**config.mk**
```make
export PLATFORM = sky130hd
export DESIGN_NAME = coin_classifier_roll_counter
export DESIGN_NICKNAME = d
export VERILOG_FILES = /design/src/ccrc_pkg.sv /design/src/ccrc_classify.sv /design/src/ccrc_queue.sv /design/src/ccrc_tally.sv /design/src/coin_classifier_roll_counter.sv
export SDC_FILE = /design/constraint.sdc
export NUM_CORES = 1
export LEC_CHECK = 0
export BUFFER_PORTS_ARGS = -buffer_cell sky130_fd_sc_hd__buf_2
export CORE_ASPECT_RATIO = 0.9
export CORE_MARGIN = 1
export CORE_UTILIZATION = 35
export DETAILED_ROUTE_END_ITERATION = 8
export PLACE_DENSITY = 0.49
export SLEW_MARGIN = 20
export SYNTH_ARGS = -nofsm -noshare
export SYNTH_HDL_FRONTEND = slang
export SYNTH_SLANG_ARGS = --single-unit
export TNS_END_PERCENT = 100
```
**constraint.sdc**
```tcl
create_clock -name clk -period 7.9 [get_ports clk]
set_input_delay 0.79 -clock clk [delete_from_list [all_inputs] [get_ports clk]]
set_output_delay 0.79 -clock clk [all_outputs]
set_load 0.01 [all_outputs]
```
**src/ccrc_pkg.sv**
```systemverilog
// ----------------------------------------------------------------------------
// ccrc_pkg
// Shared types and constants for the coin classifier and roll counter.
// ----------------------------------------------------------------------------
package ccrc_pkg;

    localparam int NUM_KINDS = 5;

    typedef enum logic [2:0] {
        DEST_NICKEL  = 3'd0,
        DEST_DIME    = 3'd1,
        DEST_QUARTER = 3'd2,
        DEST_LOONIE  = 3'd3,
        DEST_TOONIE  = 3'd4,
        DEST_OTHER   = 3'd5,
        DEST_BENT    = 3'd6,
        DEST_REJECT  = 3'd7
    } dest_t;

    // configuration register indexes
    typedef enum logic [2:0] {
        REG_NICKEL_ROLL  = 3'd0,
        REG_DIME_ROLL    = 3'd1,
        REG_QUARTER_ROLL = 3'd2,
        REG_LOONIE_ROLL  = 3'd3,
        REG_TOONIE_ROLL  = 3'd4,
        REG_BENT_LIMIT   = 3'd5,
        REG_OTHER_LIMIT  = 3'd6,
        REG_UNUSED       = 3'd7
    } reg_index_t;

    localparam int WEIGHT_W   = 10;
    localparam int DIAM_W     = 10;
    localparam int ROLL_W     = 6;
    localparam int LIMIT_W    = 13;
    localparam int HOLD_W     = 14;
    localparam int COUNT_W    = 13;
    localparam int TOTAL16_W  = 16;
    localparam int TOTAL24_W  = 24;
    localparam int SCALED_W_W = 18;
    localparam int SCALED_D_W = 16;

    localparam logic [SCALED_W_W-1:0] WEIGHT_SCALE = 18'd1000;
    localparam logic [SCALED_D_W-1:0] DIAM_SCALE   = 16'd200;

    // window bounds: grams*100*255 and (mm*100 - 1000)*17
    localparam logic [SCALED_W_W-1:0] WT_LO [NUM_KINDS] = '{
        18'(255*360), 18'(255*130), 18'(255*400), 18'(255*650), 18'(255*675)};
    localparam logic [SCALED_W_W-1:0] WT_HI [NUM_KINDS] = '{
        18'(255*430), 18'(255*220), 18'(255*480), 18'(255*750), 18'(255*785)};
    localparam logic [SCALED_D_W-1:0] DM_LO [NUM_KINDS] = '{
        16'(17*1020), 16'(17*730), 16'(17*1280), 16'(17*1500), 16'(17*1690)};
    localparam logic [SCALED_D_W-1:0] DM_HI [NUM_KINDS] = '{
        16'(17*1180), 16'(17*870), 16'(17*1460), 16'(17*1700), 16'(17*1910)};

    localparam logic [ROLL_W-1:0] ROLL_SIZE_RESET [NUM_KINDS] = '{
        6'd40, 6'd50, 6'd40, 6'd25, 6'd25};
    localparam logic [LIMIT_W-1:0] BENT_LIMIT_RESET  = 13'd2550;
    localparam logic [LIMIT_W-1:0] OTHER_LIMIT_RESET = 13'd5100;

    // one classified coin on its way to the tally stage
    typedef struct packed {
        dest_t               dest;
        logic [WEIGHT_W-1:0] weight;
    } coin_item_t;

endpackage

```
**src/ccrc_classify.sv**
```systemverilog
// ----------------------------------------------------------------------------
// ccrc_classify
// Sorts one reading into bent, rejected, a coin kind or the other container.
// ----------------------------------------------------------------------------
module ccrc_classify
    import ccrc_pkg::*;
(
    input  logic [WEIGHT_W-1:0] weight_code,
    input  logic [DIAM_W-1:0]   diameter_code,
    input  logic                is_bent,
    input  logic [1:0]          face_match,
    output coin_item_t          item
);

    logic                  weight_ok;
    logic                  diam_ok;
    logic [SCALED_W_W-1:0] wt_scaled;
    logic [SCALED_D_W-1:0] dm_scaled;
    logic [NUM_KINDS-1:0]  hit;
    dest_t                 kind_dest;

    assign weight_ok = (weight_code != '0) && (weight_code[WEIGHT_W-1:8] == '0);
    assign diam_ok   = (diameter_code != '0) && (diameter_code[DIAM_W-1:8] == '0);

    assign wt_scaled = SCALED_W_W'(weight_code[7:0]) * WEIGHT_SCALE;
    assign dm_scaled = SCALED_D_W'(diameter_code[7:0]) * DIAM_SCALE;

    always_comb
    begin
        for (int k = 0; k < NUM_KINDS; k++)
        begin
            hit[k] = (wt_scaled >= WT_LO[k]) && (wt_scaled <= WT_HI[k]) &&
                     (dm_scaled >= DM_LO[k]) && (dm_scaled <= DM_HI[k]);
        end
    end

    // lowest kind wins
    always_comb
    begin
        kind_dest = DEST_OTHER;
        for (int k = NUM_KINDS - 1; k >= 0; k--)
        begin
            if (hit[k])
            begin
                kind_dest = dest_t'(3'(k));
            end
        end
    end

    always_comb
    begin
        item.weight = weight_code;
        if (is_bent)
        begin
            item.dest = DEST_BENT;
        end
        else if (!weight_ok || !diam_ok)
        begin
            item.dest = DEST_REJECT;
        end
        else if (face_match != 2'd0)
        begin
            item.dest = DEST_OTHER;
        end
        else
        begin
            item.dest = kind_dest;
        end
    end

endmodule

```
**src/ccrc_queue.sv**
```systemverilog
// ----------------------------------------------------------------------------
// ccrc_queue
// Two-entry queue between the classifier and the tally stage.
// ----------------------------------------------------------------------------
module ccrc_queue
    import ccrc_pkg::*;
(
    input  logic       clk,
    input  logic       rst_n,
    input  logic       push,
    input  coin_item_t push_item,
    output logic       full,
    input  logic       pop,
    output coin_item_t pop_item,
    output logic       not_empty
);

    coin_item_t entry_reg [2];
    logic       wr_ptr_reg;
    logic       wr_ptr_next;
    logic       rd_ptr_reg;
    logic       rd_ptr_next;
    logic [1:0] count_reg;
    logic [1:0] count_next;

    assign full      = (count_reg == 2'd2);
    assign not_empty = (count_reg != 2'd0);
    assign pop_item  = entry_reg[rd_ptr_reg];

    always_comb
    begin
        wr_ptr_next = push ? ~wr_ptr_reg : wr_ptr_reg;
        rd_ptr_next = pop ? ~rd_ptr_reg : rd_ptr_reg;
        count_next  = count_reg;
        if (push && !pop)
        begin
            count_next = count_reg + 2'd1;
        end
        else if (pop && !push)
        begin
            count_next = count_reg - 2'd1;
        end
    end

    always_ff @(posedge clk or negedge rst_n)
    begin
        if (!rst_n)
        begin
            wr_ptr_reg <= 1'b0;
            rd_ptr_reg <= 1'b0;
            count_reg  <= 2'd0;
        end
        else
        begin
            wr_ptr_reg <= wr_ptr_next;
            rd_ptr_reg <= rd_ptr_next;
            count_reg  <= count_next;
        end
    end

    always_ff @(posedge clk)
    begin
        if (push)
        begin
            entry_reg[wr_ptr_reg] <= push_item;
        end
    end

endmodule

```
**src/ccrc_tally.sv**
```systemverilog
// ----------------------------------------------------------------------------
// ccrc_tally
// Roll and container counters, configuration registers and result register.
// ----------------------------------------------------------------------------
module ccrc_tally
    import ccrc_pkg::*;
(
    input  logic               clk,
    input  logic               rst_n,
    input  logic               cfg_write,
    input  logic [2:0]         cfg_index,
    input  logic [LIMIT_W-1:0] cfg_data,
    input  logic               item_valid,
    input  coin_item_t         item,
    output logic               item_pop,
    output logic               m_tvalid,
    input  logic               m_tready,
    output logic [111:0]       m_tdata,
    output logic [2:0]         m_tuser
);

    // configuration
    logic [ROLL_W-1:0]    roll_size_reg [NUM_KINDS];
    logic [LIMIT_W-1:0]   bent_limit_reg;
    logic [LIMIT_W-1:0]   other_limit_reg;

    // counters
    logic [ROLL_W-1:0]    roll_count_reg  [NUM_KINDS];
    logic [ROLL_W-1:0]    roll_count_next [NUM_KINDS];
    logic [TOTAL16_W-1:0] rolls_made_reg  [NUM_KINDS];
    logic [TOTAL16_W-1:0] rolls_made_next [NUM_KINDS];
    logic [HOLD_W-1:0]    bent_hold_reg;
    logic [HOLD_W-1:0]    bent_hold_next;
    logic [HOLD_W-1:0]    other_hold_reg;
    logic [HOLD_W-1:0]    other_hold_next;
    logic [COUNT_W-1:0]   other_count_reg;
    logic [COUNT_W-1:0]   other_count_next;
    logic [TOTAL16_W-1:0] other_filled_reg;
    logic [TOTAL16_W-1:0] other_filled_next;
    logic [TOTAL16_W-1:0] other_total_reg;
    logic [TOTAL16_W-1:0] other_total_next;
    logic [TOTAL24_W-1:0] other_wt_total_reg;
    logic [TOTAL24_W-1:0] other_wt_total_next;
    logic [TOTAL24_W-1:0] bent_wt_total_reg;
    logic [TOTAL24_W-1:0] bent_wt_total_next;

    // result register
    logic                 out_valid_reg;
    logic [2:0]           out_dest_reg;
    logic [COUNT_W-1:0]   out_coins_reg;
    logic [COUNT_W-1:0]   out_coins_next;
    logic                 out_repl_reg;
    logic                 out_repl_next;
    logic [TOTAL16_W-1:0] out_filled_reg;
    logic [TOTAL16_W-1:0] out_filled_next;
    logic [HOLD_W-1:0]    out_hold_reg;
    logic [HOLD_W-1:0]    out_hold_next;

    logic [2:0]           kind_idx;
    logic                 is_roll;
    logic [ROLL_W-1:0]    cnt_inc;
    logic [HOLD_W-1:0]    bent_sum;
    logic [HOLD_W-1:0]    other_sum;

    function automatic logic [TOTAL16_W-1:0] sat_inc16(input logic [TOTAL16_W-1:0] a);
        return (a == '1) ? a : a + 16'd1;
    endfunction

    function automatic logic [TOTAL24_W-1:0] sat_add24(input logic [TOTAL24_W-1:0] a,
                                                        input logic [WEIGHT_W-1:0]  b);
        logic [TOTAL24_W:0] s;
        s = {1'b0, a} + (TOTAL24_W + 1)'(b);
        return s[TOTAL24_W] ? '1 : s[TOTAL24_W-1:0];
    endfunction

    assign item_pop = item_valid && (!out_valid_reg || m_tready);

    assign is_roll  = (item.dest <= DEST_TOONIE);
    assign kind_idx = is_roll ? item.dest : 3'd0;
    assign cnt_inc  = roll_count_reg[kind_idx] + 6'd1;
    assign bent_sum = bent_hold_reg + HOLD_W'(item.weight);
    assign other_sum = other_hold_reg + HOLD_W'(item.weight);

    always_comb
    begin
        for (int k = 0; k < NUM_KINDS; k++)
        begin
            roll_count_next[k] = roll_count_reg[k];
            rolls_made_next[k] = rolls_made_reg[k];
        end
        bent_hold_next      = bent_hold_reg;
        other_hold_next     = other_hold_reg;
        other_count_next    = other_count_reg;
        other_filled_next   = other_filled_reg;
        other_total_next    = other_total_reg;
        other_wt_total_next = other_wt_total_reg;
        bent_wt_total_next  = bent_wt_total_reg;
        out_coins_next      = '0;
        out_repl_next       = 1'b0;
        out_filled_next     = '0;
        out_hold_next       = '0;

        case (item.dest)
            DEST_NICKEL, DEST_DIME, DEST_QUARTER, DEST_LOONIE, DEST_TOONIE:
            begin
                // count wraps in six bits; a size below the count fills at once
                if (cnt_inc >= roll_size_reg[kind_idx])
                begin
                    roll_count_next[kind_idx] = '0;
                    rolls_made_next[kind_idx] = sat_inc16(rolls_made_reg[kind_idx]);
                    out_repl_next             = 1'b1;
                end
                else
                begin
                    roll_count_next[kind_idx] = cnt_inc;
                end
                out_coins_next  = COUNT_W'(roll_count_next[kind_idx]);
                out_filled_next = rolls_made_next[kind_idx];
            end
            DEST_OTHER:
            begin
                other_total_next    = sat_inc16(other_total_reg);
                other_wt_total_next = sat_add24(other_wt_total_reg, item.weight);
                if (other_sum > HOLD_W'(other_limit_reg))
                begin
                    other_filled_next = sat_inc16(other_filled_reg);
                    other_count_next  = COUNT_W'(1);
                    other_hold_next   = HOLD_W'(item.weight);
                    out_repl_next     = 1'b1;
                end
                else
                begin
                    other_count_next = (other_count_reg == '1) ? other_count_reg
                                                               : other_count_reg + 13'd1;
                    other_hold_next  = other_sum;
                end
                out_coins_next  = other_count_next;
                out_filled_next = other_filled_next;
                out_hold_next   = other_hold_next;
            end
            DEST_BENT:
            begin
                bent_wt_total_next = sat_add24(bent_wt_total_reg, item.weight);
                if (bent_sum > HOLD_W'(bent_limit_reg))
                begin
                    bent_hold_next = HOLD_W'(item.weight);
                    out_repl_next  = 1'b1;
                end
                else
                begin
                    bent_hold_next = bent_sum;
                end
                out_hold_next = bent_hold_next;
            end
            default:
            begin
                out_coins_next = '0;
            end
        endcase
    end

    always_ff @(posedge clk or negedge rst_n)
    begin
        if (!rst_n)
        begin
            for (int k = 0; k < NUM_KINDS; k++)
            begin
                roll_size_reg[k]  <= ROLL_SIZE_RESET[k];
                roll_count_reg[k] <= '0;
                rolls_made_reg[k] <= '0;
            end
            bent_limit_reg     <= BENT_LIMIT_RESET;
            other_limit_reg    <= OTHER_LIMIT_RESET;
            bent_hold_reg      <= '0;
            other_hold_reg     <= '0;
            other_count_reg    <= '0;
            other_filled_reg   <= '0;
            other_total_reg    <= '0;
            other_wt_total_reg <= '0;
            bent_wt_total_reg  <= '0;
            out_valid_reg      <= 1'b0;
        end
        else
        begin
            if (cfg_write)
            begin
                case (reg_index_t'(cfg_index))
                    REG_NICKEL_ROLL, REG_DIME_ROLL, REG_QUARTER_ROLL,
                    REG_LOONIE_ROLL, REG_TOONIE_ROLL:
                        roll_size_reg[cfg_index] <= cfg_data[ROLL_W-1:0];
                    REG_BENT_LIMIT:  bent_limit_reg  <= cfg_data;
                    REG_OTHER_LIMIT: other_limit_reg <= cfg_data;
                    default:         ;
                endcase
            end
            if (item_pop)
            begin
                for (int k = 0; k < NUM_KINDS; k++)
                begin
                    roll_count_reg[k] <= roll_count_next[k];
                    rolls_made_reg[k] <= rolls_made_next[k];
                end
                bent_hold_reg      <= bent_hold_next;
                other_hold_reg     <= other_hold_next;
                other_count_reg    <= other_count_next;
                other_filled_reg   <= other_filled_next;
                other_total_reg    <= other_total_next;
                other_wt_total_reg <= other_wt_total_next;
                bent_wt_total_reg  <= bent_wt_total_next;
                out_valid_reg      <= 1'b1;
            end
            else if (m_tready)
            begin
                out_valid_reg <= 1'b0;
            end
        end
    end

    always_ff @(posedge clk)
    begin
        if (item_pop)
        begin
            out_dest_reg   <= item.dest;
            out_coins_reg  <= out_coins_next;
            out_repl_reg   <= out_repl_next;
            out_filled_reg <= out_filled_next;
            out_hold_reg   <= out_hold_next;
        end
    end

    // totals are read from the counter registers, which only move on a pop
    assign m_tvalid = out_valid_reg;
    assign m_tuser  = out_dest_reg;
    assign m_tdata  = {4'd0,
                       bent_wt_total_reg, other_wt_total_reg, other_total_reg,
                       out_hold_reg, out_filled_reg, out_repl_reg, out_coins_reg};

endmodule

```
**src/coin_classifier_roll_counter.sv**
```systemverilog
// ----------------------------------------------------------------------------
// coin_classifier_roll_counter
// Coin sorter: classifies each reading and keeps roll and container counts.
// ----------------------------------------------------------------------------
// One coin reading per word in, one result word out, in order. Sustained rate
// is one reading per clock while the master side accepts. The classifier
// (window compares, priority pick) feeds a two-entry queue; the tally stage
// pops one entry per cycle, unless the master side stalls, into a single
// result register, so up to three readings are absorbed while the master side
// stalls. Configuration is always ready; write it only while the block is
// idle. Bad register indexes are ignored.
module coin_classifier_roll_counter
    import ccrc_pkg::*;
(
    input  logic         clk,
    input  logic         rst_n,
    input  logic         s_axis_tvalid,
    output logic         s_axis_tready,
    input  logic [23:0]  s_axis_tdata,  // weight_code[9:0], diameter_code[19:10],
                                        // face_match[21:20], zero pad
    input  logic         s_axis_tuser,  // is_bent
    output logic         m_axis_tvalid,
    input  logic         m_axis_tready,
    output logic [111:0] m_axis_tdata,  // coins_in_holder[12:0], holder_replaced[13],
                                        // holders_filled[29:14], holder_weight[43:30],
                                        // other_coin_total[59:44],
                                        // other_weight_total[83:60],
                                        // bent_weight_total[107:84], zero pad
    output logic [2:0]   m_axis_tuser,  // destination
    input  logic         cfg_valid,
    output logic         cfg_ready,
    input  logic [2:0]   cfg_index,
    input  logic [12:0]  cfg_data
);

    coin_item_t class_item;
    coin_item_t head_item;
    logic       q_full;
    logic       q_not_empty;
    logic       q_pop;
    logic       accept;

    assign s_axis_tready = !q_full;
    assign accept        = s_axis_tvalid && !q_full;
    assign cfg_ready     = 1'b1;

    ccrc_classify u_classify (
        .weight_code   (s_axis_tdata[9:0]),
        .diameter_code (s_axis_tdata[19:10]),
        .is_bent       (s_axis_tuser),
        .face_match    (s_axis_tdata[21:20]),
        .item          (class_item)
    );

    ccrc_queue u_queue (
        .clk       (clk),
        .rst_n     (rst_n),
        .push      (accept),
        .push_item (class_item),
        .full      (q_full),
        .pop       (q_pop),
        .pop_item  (head_item),
        .not_empty (q_not_empty)
    );

    ccrc_tally u_tally (
        .clk        (clk),
        .rst_n      (rst_n),
        .cfg_write  (cfg_valid),
        .cfg_index  (cfg_index),
        .cfg_data   (cfg_data),
        .item_valid (q_not_empty),
        .item       (head_item),
        .item_pop   (q_pop),
        .m_tvalid   (m_axis_tvalid),
        .m_tready   (m_axis_tready),
        .m_tdata    (m_axis_tdata),
        .m_tuser    (m_axis_tuser)
    );

endmodule

```
==> results of run 1 <==
==> metal layers <==
layer,GRT usage,up-vias
li1,-,8972
met1,0.284,9135
met2,0.328,468
met3,0.0303,101
met4,0.0596,2
met5,0,-
==> cell usage after synthesis (all sizes together), types with 41 or more instances <==
master,instances,area share
nor3,41,0.011
dfrtp,263,0.29
nand2,319,0.052
edfxtp,73,0.095
o21ai,237,0.052
clkbuf,66,0.011
ha,157,0.085
xor2,45,0.017
mux2,88,0.043
mux2i,43,0.020
nand3,84,0.018
inv,152,0.025
nor2,138,0.023
a21oi,112,0.025
xnor2,77,0.030
==> cells by family after synthesis <==
kind of cell,after synthesis,synth area share
compound gates,612,0.168
xor+xnor,122,0.0472
fa+ha+maj,185,0.110
buf+inv,247,0.0441
flops,365,0.414
mux,131,0.0630
other cells,2,0.000326
simple gates,749,0.153
==> metrics by stage <==
stage / hold WS, ns / std cells / total power, W / cell area [um^2]
6_report: 0.273 / 3449 / 0.0114 / 26300
5_1_grt: 0.322 / 3449 / 0.0123 / 26300
4_1_cts: 0.293 / 3449 / 0.0114 / 26300
3_5_place_dp: 0.465 / 3371 / 0.00927 / 24800
3_3_place_gp: 0.458 / 3371 / 0.00914 / 24800
2_1_floorplan: 0.443 / 2417 / 0.00728 / 23000
==> power by group through the flow <==
stage | registers [W] | logic, W | clock network, W
4_1_cts | 0.00301 | 0.00626 | 0.00217
2_1_floorplan | 0.00301 | 0.00426 | 0
6_report | 0.00301 | 0.00628 | 0.00212
3_5_place_dp | 0.00304 | 0.00623 | 0
5_1_grt | 0.00308 | 0.00694 | 0.00224
3_3_place_gp | 0.00302 | 0.00612 | 0
==> final cells by class <==
class                           count  area (um^2)  area share
Multi-Input combinational cell   1805        12500       0.476
Sequential cell                   365         9540       0.363
Clock buffer                       58         1250      0.0475
Timing Repair Buffer              193         1080      0.0412
Tap cell                          855         1070      0.0407
Inverter                          153          577      0.0220
Clock inverter                     20          251     0.00957
==> critical path, delay by kind of cell (launching register included) <==
family	cells	cell delay (ns)
AOI/OAI and AO/OA	7	2.09
xor gates and xnor gates	1	0.20
adders and majority gates	1	0.33
buffers and inverters	1	0.35
DFF	1	0.75
muxes	1	0.73
and+or+nand+nor	7	1.91
==> path summary, 6_finish.rpt <==
check | start | endpoint | slack [ns]
hold / removal | rst_n | u_tally.rolls_made_reg[18] | 0.27
setup reg to reg | u_queue.rd_ptr_reg | u_tally.out_filled_reg[13] | 1.29
min in group clk | s_axis_tdata[9] | u_queue.entry_reg[1][9] | 0.46
max in group asynchronous | rst_n | u_tally.bent_wt_total_reg[6] | 6.28
setup / recovery | u_queue.rd_ptr_reg | u_tally.out_filled_reg[13] | 1.29
hold reg to reg | u_tally.roll_count_reg[24] | u_tally.roll_count_reg[24] | 0.47
==> flow_summary.toml, run 1 <==
[floorplan]
core_box_area_um2 = 64500
initial_core_util = 0.357
design.die.area_um2 = 66800
fp.dieW_um = 272
io-pin-count = 164
height_of_the_die_um = 245
core.rowCount = 88

[yosys]
syn_inst = 2413
cell_area_after_synthesis_um2 = 23000
ys_async_rst_share = 0.800
synth_cell_type_count = 100
syn_area_per_cell_um2 = 9.54
flop_and_latch_count_out_of_synthesis = 365
synth-edff-count = 73
post_synth_top_flop = "dfrtp_1"
yosys_warnings = 0
synth_seq_area_share = 0.414

[critical_path]
crit_slowest_cell = "dfrtp_1"
crit_required_ns = 8.21
ff2ff_path_depth = 18
crit_arrival_ns = 6.92
critPathLaunchType = "flop"
worst_path_largest_cell_delay_ns = 0.75
worst-setup-path-type = "reg -> reg"
crit_path_max_fanout = 17
critPathCaptureType = "flop"
critPathMostFrequentCell = "nor2_1"
crit_chain = "buf_4, mux2i_4, nand2_1, o22a_1, o221ai_1, nor4_1, xnor2_1, ha_1, o21a_1, nor2_1, o31a_1, nor2_1, nor2_1, a221oi_1, nor2_1, nor3_1, o32ai_1, a211o_1"

[final_layout]
most_common_cell_after_layout_fill_and_taps_aside = "nand2_1"
antennaDiodeCount = 0
final_net_count = 2791
num-fill-cells = 6463
largest_reg_flops = 80
leading_cell_types_in_the_layout_fill_and_taps_excluded = "nand2_1, dfrtp_1, o21ai_0"
layout-drive-gt1-share = 0.159
flow.area_growth_from_synthesis_pct = 14.1
finalCoreUtilization = 0.407

[clock_tree]
cts-resized-gates = 0
tritoncts_num_sinks = 365
tritoncts = "built"
clock_tree.buffer_depth = 3
tritoncts_buffer_count = 42
clk_pin_slew_worst_paths_ns = 0.06
post_cts_buffers = 0
cts_htree_levels = 2
clk_latency_ns = 0.57
cts.root.buffer_cell = "clkbuf_16"
cts_hold_buf = 0

[sta]
rsz0062_at_grt = "no"
finalCriticalPeriod_ns = 6.61
min_period_over_period = 0.836
fin_skew_ns = 0.0276
worst_slack_ns = 1.29
timing_worst_slew_pin_value_ns = 1.09
max_clock_freq_ghz = 0.151
final-setup-viol-count = 0
fin_tns_setup_ns = 0
final-hold-violation-count = 0
slew_headroom = 0.267
slew_violations = 0

[route]
maxUsedRoutingLayer = "met5"
wl_met3_um = 3360
routed_wire_length_per_instance_um = 19.8
wl_met2_um = 31400
drt_drc_violations_left = 0
drt_met1_wl_um = 32000
routed_via_density = 5.42
dr_total_vias = 18678
detail_route.iter0.violations = 1213
drt_pass1_iterations = 5
routed_wl_um = 68400
drtAntennaViolNets = 0

[run]
maxCapViolCount = 0

[global_route]
global_route_wire_length_before_repair_um = 107000
gr-usage-all-layers = 0.204
number_of_antenna_violations_at_the_first_check_in_global_routing = 1
vias_in_the_first_global_route = 18402
global_route.overflow_total = 0
maximum_number_of_pins_on_one_net_before_global_route_repair = 144

[place]
place.gp.congestion = 0.854
dp_hpwl_um = 49000
portBuffers = 156
dp_worst_setup_slack_ns = 1.35

[power]
p_sw_frac = 0.458
p_seq_frac = 0.264
clkPwrFrac = 0.186
p_comb_frac = 0.551
power.ir.vdd_worst_mv = 0.300
cell_internal_power_w = 0.00618
power.switching_w = 0.00522
p_per_area_nw_per_um2 = 434
power_leakage_nw = 11.7

[status]
run_status = "finished, final reports clean"

[min_path]
worstHoldPathType = "in -> async"
Power figures use the tool's default switching activity.
==> inputs of run 2 (changes only) <==
==> constraint.sdc (replaced) <==
create_clock -name clk -period 6.7 [get_ports clk]
set_input_delay 0.67 -clock clk [delete_from_list [all_inputs] [get_ports clk]]
set_output_delay 0.67 -clock clk [all_outputs]
set_load 0.01 [all_outputs]
==> run 2 against run 1 <==
Final area down 0.46%; sequential power grew 18%; hold slack worse by 0.21 ns; final cell count rose by 0.20%; critical path type unchanged; via count increased by 0.29%; first-iteration DRC count grew 6.9%; power grew 16%; die area stayed put.
==> flow_summary.toml, run 2 (synthesis gave the netlist of run 1 again) <==
[sta]
slew_violations = 0
rsz0062_at_grt = "no"
fin_skew_ns = 0.0245
timing_worst_slew_pin_value_ns = 1.15
min_period_over_period = 0.917
finalCriticalPeriod_ns = 6.14
final-setup-viol-count = 0
slew_headroom = 0.229
max_clock_freq_ghz = 0.163
fin_tns_setup_ns = 0
whs_ns = 0.0591
worst_slack_ns = 0.559
final-hold-violation-count = 0

[min_path]
worstHoldPathType = "in -> async"

[power]
power.ir.vdd_worst_mv = 0.256
power_leakage_nw = 11.7
p_sw_frac = 0.465
power.switching_w = 0.00615
p_comb_frac = 0.560
p_per_area_nw_per_um2 = 506
clkPwrFrac = 0.170
cell_internal_power_w = 0.00708
p_seq_frac = 0.269

[critical_path]
rrSetupSlack_ns = 0.56
critPathLaunchType = "flop"
crit_chain = "mux2_2, ha_1, fa_1, a21o_1, a21oi_1, o21bai_1, a21oi_1, o21ai_0, a31oi_1, inv_1, and3_1, xnor2_1, inv_1, ha_1, a2111o_1, a221oi_1, nand2_1, buf_4, nand2_1, nor2_1, nor3_1, a211o_1"
crit_path_max_fanout = 27
worst-setup-path-type = "reg -> reg"
ff2ff_path_depth = 22
crit_arrival_ns = 6.56
crit_path_from = "u_queue.rd_ptr_reg"
worst_path_largest_cell_delay_ns = 0.69
crit_slowest_cell = "dfrtp_1"
critPathCaptureType = "flop"
reg2reg_from = "u_queue.rd_ptr_reg"
crit_required_ns = 7.12
worst_r2r_endpoint = "u_tally.out_filled_reg[13]"

[floorplan]
fp.dieW_um = 272
io-pin-count = 164
core_box_area_um2 = 64500
design.die.area_um2 = 66800
initial_core_util = 0.357
core.rowCount = 88
height_of_the_die_um = 245

[clock_tree]
clock_tree.buffer_depth = 3
cts.root.buffer_cell = "clkbuf_16"
clk_pin_slew_worst_paths_ns = 0.06
tritoncts_num_sinks = 365
clk_latency_ns = 0.58
tritoncts_buffer_count = 41
cts_htree_levels = 2
tritoncts = "built"

[place]
place.gp.congestion = 0.864
dp_worst_setup_slack_ns = 0.504
dp_hpwl_um = 50100
portBuffers = 156
dp.cells = 3379
cell_area_after_placement_um2 = 24800

[global_route]
global_route_wire_length_before_repair_um = 109000
gr-usage-all-layers = 0.207
global_route.overflow_total = 0
vias_in_the_first_global_route = 18713
maximum_number_of_pins_on_one_net_before_global_route_repair = 143
number_of_antenna_violations_at_the_first_check_in_global_routing = 4

[final_layout]
most_common_cell_after_layout_fill_and_taps_aside = "nand2_1"
finalInstanceArea_um2 = 26100
flow.area_growth_from_synthesis_pct = 13.6
layout-drive-gt1-share = 0.159
largest_reg_flops = 80
num-fill-cells = 6519
finish.cell_count_without_fillers = 3456
final_net_count = 2798
leading_cell_types_in_the_layout_fill_and_taps_excluded = "nand2_1, dfrtp_1, o21ai_0"

[route]
routed_via_density = 5.42
dr_total_vias = 18733
drt_pass1_iterations = 6
drt_drc_violations_left = 0
routed_wire_length_per_instance_um = 20.0
detail_route.iter0.violations = 1297
drtAntennaViolNets = 0
routed_wl_um = 69000

[run]
maxCapViolCount = 0

[status]
run_status = "finished, final reports clean"
[run 2: cell count changes in the layout (fill, tap and decap cells not counted), sizes merged]
cell | previous run | this run
diode | 0 | 1
clkbuf | 58 | 63
bufinv | 6 | 1
buf | 193 | 201
clkinv | 12 | 10
[run 2: worst max-delay path by stage]
stage	to	slack [ns]	depth (start not counted)
2_1_floorplan	u_tally.out_hold_reg[1]	0.86	24
3_3_place_gp	u_tally.other_filled_reg[1]	0.55	21
3_5_place_dp	u_tally.other_filled_reg[1]	0.50	21
4_1_cts	u_tally.other_filled_reg[1]	0.48	21
5_1_grt	u_tally.out_filled_reg[13]	0.11	22
6_report	u_tally.out_filled_reg[13]	0.56	22
[run 2: routing by layer]
metal,global-route usage,vias to the layer above,wire length [um]
li1,-,8960,-
met1,0.288,9208,32200
met2,0.338,469,32300
met3,0.0278,90,3230
met4,0.0491,6,1190
met5,0,-,34
[run 2: stage by stage]
| stage | power (W) | util |
|---|---|---|
| 3_5_place_dp | 0.0109 | 0.385 |
| 6_report | 0.0132 | 0.405 |
| 5_1_grt | 0.0143 | 0.405 |
| 4_1_cts | 0.0133 | 0.405 |
| 2_1_floorplan | 0.00858 | - |
| 3_3_place_gp | 0.0108 | 0.385 |
[run 2: final cells by class]
cell class                 count  area (um^2)  area share
timing repair buffer         201         1140      0.0436
clock buffer                  63         1230      0.0471
multi-input combinational   1805        12500       0.478
tap                          855         1070      0.0409
sequential                   365         9540       0.365
clock inverter                13         91.3     0.00349
antenna                        1         2.50   0.0000957
inverter                     153          577      0.0221
[run 2: what timing repair did]
action                                 in CTS  in global routing
buffers inserted                            0                  0
endpoints found under the hold margin       0                  0
hold buffers                                0                  0
gates resized for setup                     0                  1
setup endpoints to repair                   0                  1
[run 2: critical path: cells and delay by family (launching register included)]
family                     cells  cell delay, ns
adders and majority gates      3            0.87
AOI/OAI and AO/OA              9            2.29
DFF                            1            0.69
buffers and inverters          3            0.42
xor gates and xnor gates       1            0.27
and+or+nand+nor                5            0.93
muxes                          1            0.50
[run 2: power by group through the flow]
stage / combinational, W / clock (W) / sequential [W]
CTS: 0.00740 / 0.00232 / 0.00356
global placement: 0.00722 / 0 / 0.00357
floorplan: 0.00503 / 0 / 0.00355
global route: 0.00823 / 0.00240 / 0.00365
finish: 0.00742 / 0.00226 / 0.00356
detailed placement: 0.00735 / 0 / 0.00360
==> inputs of run 3 (changes only) <==
--- a/config.mk
+++ b/config.mk
@@ -8,9 +8,10 @@
 export BUFFER_PORTS_ARGS = -buffer_cell sky130_fd_sc_hd__buf_2
 export CORE_ASPECT_RATIO = 0.9
 export CORE_MARGIN = 1
-export CORE_UTILIZATION = 35
+export CORE_UTILIZATION = 63
+export CTS_BUF_LIST = sky130_fd_sc_hd__clkbuf_4
 export DETAILED_ROUTE_END_ITERATION = 8
-export PLACE_DENSITY = 0.49
+export PLACE_DENSITY = 0.81
 export SLEW_MARGIN = 20
 export SYNTH_ARGS = -nofsm -noshare
 export SYNTH_HDL_FRONTEND = slang
==> run 3 against run 2 <==
Count of clock-buffer cells in the layout increased by 86; core utilization increased by 30 points; setup slack got worse by 0.060 ns; sequential power about the same; maximum frequency decreased by 0.96%; first-iteration DRC count increased by 47%; sequential cell count unchanged; clock power decreased by 11%; power decreased by 1.7%; final cell count decreased by 8.0%; via count increased by 6.5%; critical path depth decreased by 1.
==> flow_summary.toml, run 3 (synthesis gave the netlist of run 1 again) <==
[status]
run_status = "finished, final reports clean"

[sta]
final-setup-viol-count = 0
slew_headroom = 0.328
rsz0062_at_grt = "no"
timing_worst_slew_pin_value_ns = 1.00
fin_tns_setup_ns = 0
slew_violations = 0
min_period_over_period = 0.925
fin_skew_ns = 0.0573
finalCriticalPeriod_ns = 6.20
max_clock_freq_ghz = 0.161
final-hold-violation-count = 0

[floorplan]
core_box_area_um2 = 36100
design.die.area_um2 = 37300
core.rowCount = 66
initial_core_util = 0.638
fp.dieW_um = 203
io-pin-count = 164
height_of_the_die_um = 183

[clock_tree]
clk_latency_ns = 0.84
cts_htree_levels = 3
cts.root.buffer_cell = "clkbuf_4"
post_cts_buffers = 0
cts-resized-gates = 0
cts_hold_buf = 1
tritoncts_buffer_count = 93
clk_pin_slew_worst_paths_ns = 0.07
clock_tree.buffer_depth = 3
tritoncts_num_sinks = 365
tritoncts = "built"

[global_route]
vias_in_the_first_global_route = 19648
global_route_wire_length_before_repair_um = 101000
maximum_number_of_pins_on_one_net_before_global_route_repair = 158
global_route.overflow_total = 0
gr-usage-all-layers = 0.343
number_of_antenna_violations_at_the_first_check_in_global_routing = 10

[min_path]
worstHoldPathType = "in -> reg"
min_path_cells = 1

[critical_path]
crit_arrival_ns = 6.90
ff2ff_path_depth = 21
critPathCaptureType = "flop"
critPathLaunchType = "flop"
crit_path_max_fanout = 14
crit_required_ns = 7.40
worst-setup-path-type = "reg -> reg"
rrSetupSlack_ns = 0.50

[power]
finalPower_w = 0.0130
p_comb_frac = 0.571
p_per_area_nw_per_um2 = 508
power_leakage_nw = 11.7
power.ir.vdd_worst_mv = 0.411
p_sw_frac = 0.473
clkPwrFrac = 0.155
p_seq_frac = 0.275
cell_internal_power_w = 0.00686
power.switching_w = 0.00615

[route]
routed_wl_um = 63800
dr_total_vias = 19945
drt_drc_violations_left = 0
drt_pass1_iterations = 7
drtAntennaViolNets = 0
routed_wire_length_per_instance_um = 20.1
routed_via_density = 6.27
detail_route.iter0.violations = 1908

[final_layout]
largest_reg_flops = 80
most_common_cell_after_layout_fill_and_taps_aside = "nand2_1"
flow.area_growth_from_synthesis_pct = 11.4
leading_cell_types_in_the_layout_fill_and_taps_excluded = "nand2_1, dfrtp_1, o21ai_0"
final_net_count = 2849
layout-drive-gt1-share = 0.189

[place]
portBuffers = 156
place.gp.congestion = 0.962
dp_hpwl_um = 45400

[run]
maxCapViolCount = 0
run 3: changes by cell type in the layout (fill, tap and decap cells not counted), moves of 7 or more:
cell / before / now
clkbuf_4: 0 / 149
clkbuf_16: 43 / 0
clkbuf_1: 12 / 0
clkinv_1: 4 / 15
clkbuf_8: 8 / 0
diode_2: 1 / 8
run 3: routing by layer:
layer  vias to the layer above  wire length, um  global-route usage
li1                       9159                -                   -
met1                      9565            26300               0.450
met2                      1001            29300               0.539
met3                       216             5900              0.0885
met4                         4             2290               0.146
met5                         -               18                   0
run 3: final timing paths:
path | from | endpoint
worst max-delay path | u_queue.rd_ptr_reg | u_tally.other_filled_reg[1]
worst min-delay path | s_axis_tdata[8] | u_queue.entry_reg[0][8]
worst max register to register | u_queue.rd_ptr_reg | u_tally.other_filled_reg[1]
worst min register to register | u_tally.roll_count_reg[24] | u_tally.roll_count_reg[24]
max in group asynchronous | rst_n | u_tally.other_filled_reg[13]
min in group asynchronous | rst_n | u_tally.rolls_made_reg[25]
run 3: power by group through the flow:
| stage | Sequential [W] | Clock (W) | Combinational [W] |
|---|---|---|---|
| 2_1_floorplan | 0.00355 | 0 | 0.00503 |
| 3_3_place_gp | 0.00355 | 0 | 0.00690 |
| 3_5_place_dp | 0.00359 | 0 | 0.00719 |
| 4_1_cts | 0.00356 | 0.00203 | 0.00726 |
| 5_1_grt | 0.00364 | 0.00215 | 0.00810 |
| 6_report | 0.00357 | 0.00201 | 0.00743 |
run 3: layout make-up:
cell class	count	area, um^2
fill	2672	10500
clock inverter	23	135
timing repair buffer	200	1150
antenna	8	20.0
tap	476	596
multi-input combinational	1805	12500
sequential	365	9540
inverter	153	577
clock buffer	149	1120
run 3: worst max-delay path: stages, from the launching register on:
cell,delay [ns]
dfrtp_1,0.69
mux2_2,0.51
ha_1,0.25
fa_1,0.41
a21o_1,0.18
a21oi_1,0.26
o21bai_1,0.12
a21oi_1,0.25
o21ai_0,0.19
a31oi_1,0.38
inv_1,0.09
and3_1,0.20
xnor2_1,0.26
inv_1,0.08
ha_1,0.29
nor2_1,0.04
a31oi_1,0.16
a221oi_1,0.10
buf_4,0.17
a21oi_1,0.31
and2_0,0.73
mux2_2,0.41
run 3: metrics by stage:
stage | hold slack, ns | worst slack, ns | area [um^2] | instances | utilization
after floorplan | 0.374 | 0.862 | 23000 | 2417 | -
after global placement | 0.454 | 0.754 | 24300 | 2998 | 0.675
after detailed placement | 0.461 | 0.623 | 24300 | 2998 | 0.675
after CTS | 0.0101 | 0.645 | 25600 | 3171 | 0.710
after global routing | 0.00347 | 0.157 | 25600 | 3178 | 0.710
final | 0.0662 | 0.499 | 25600 | 3179 | 0.710
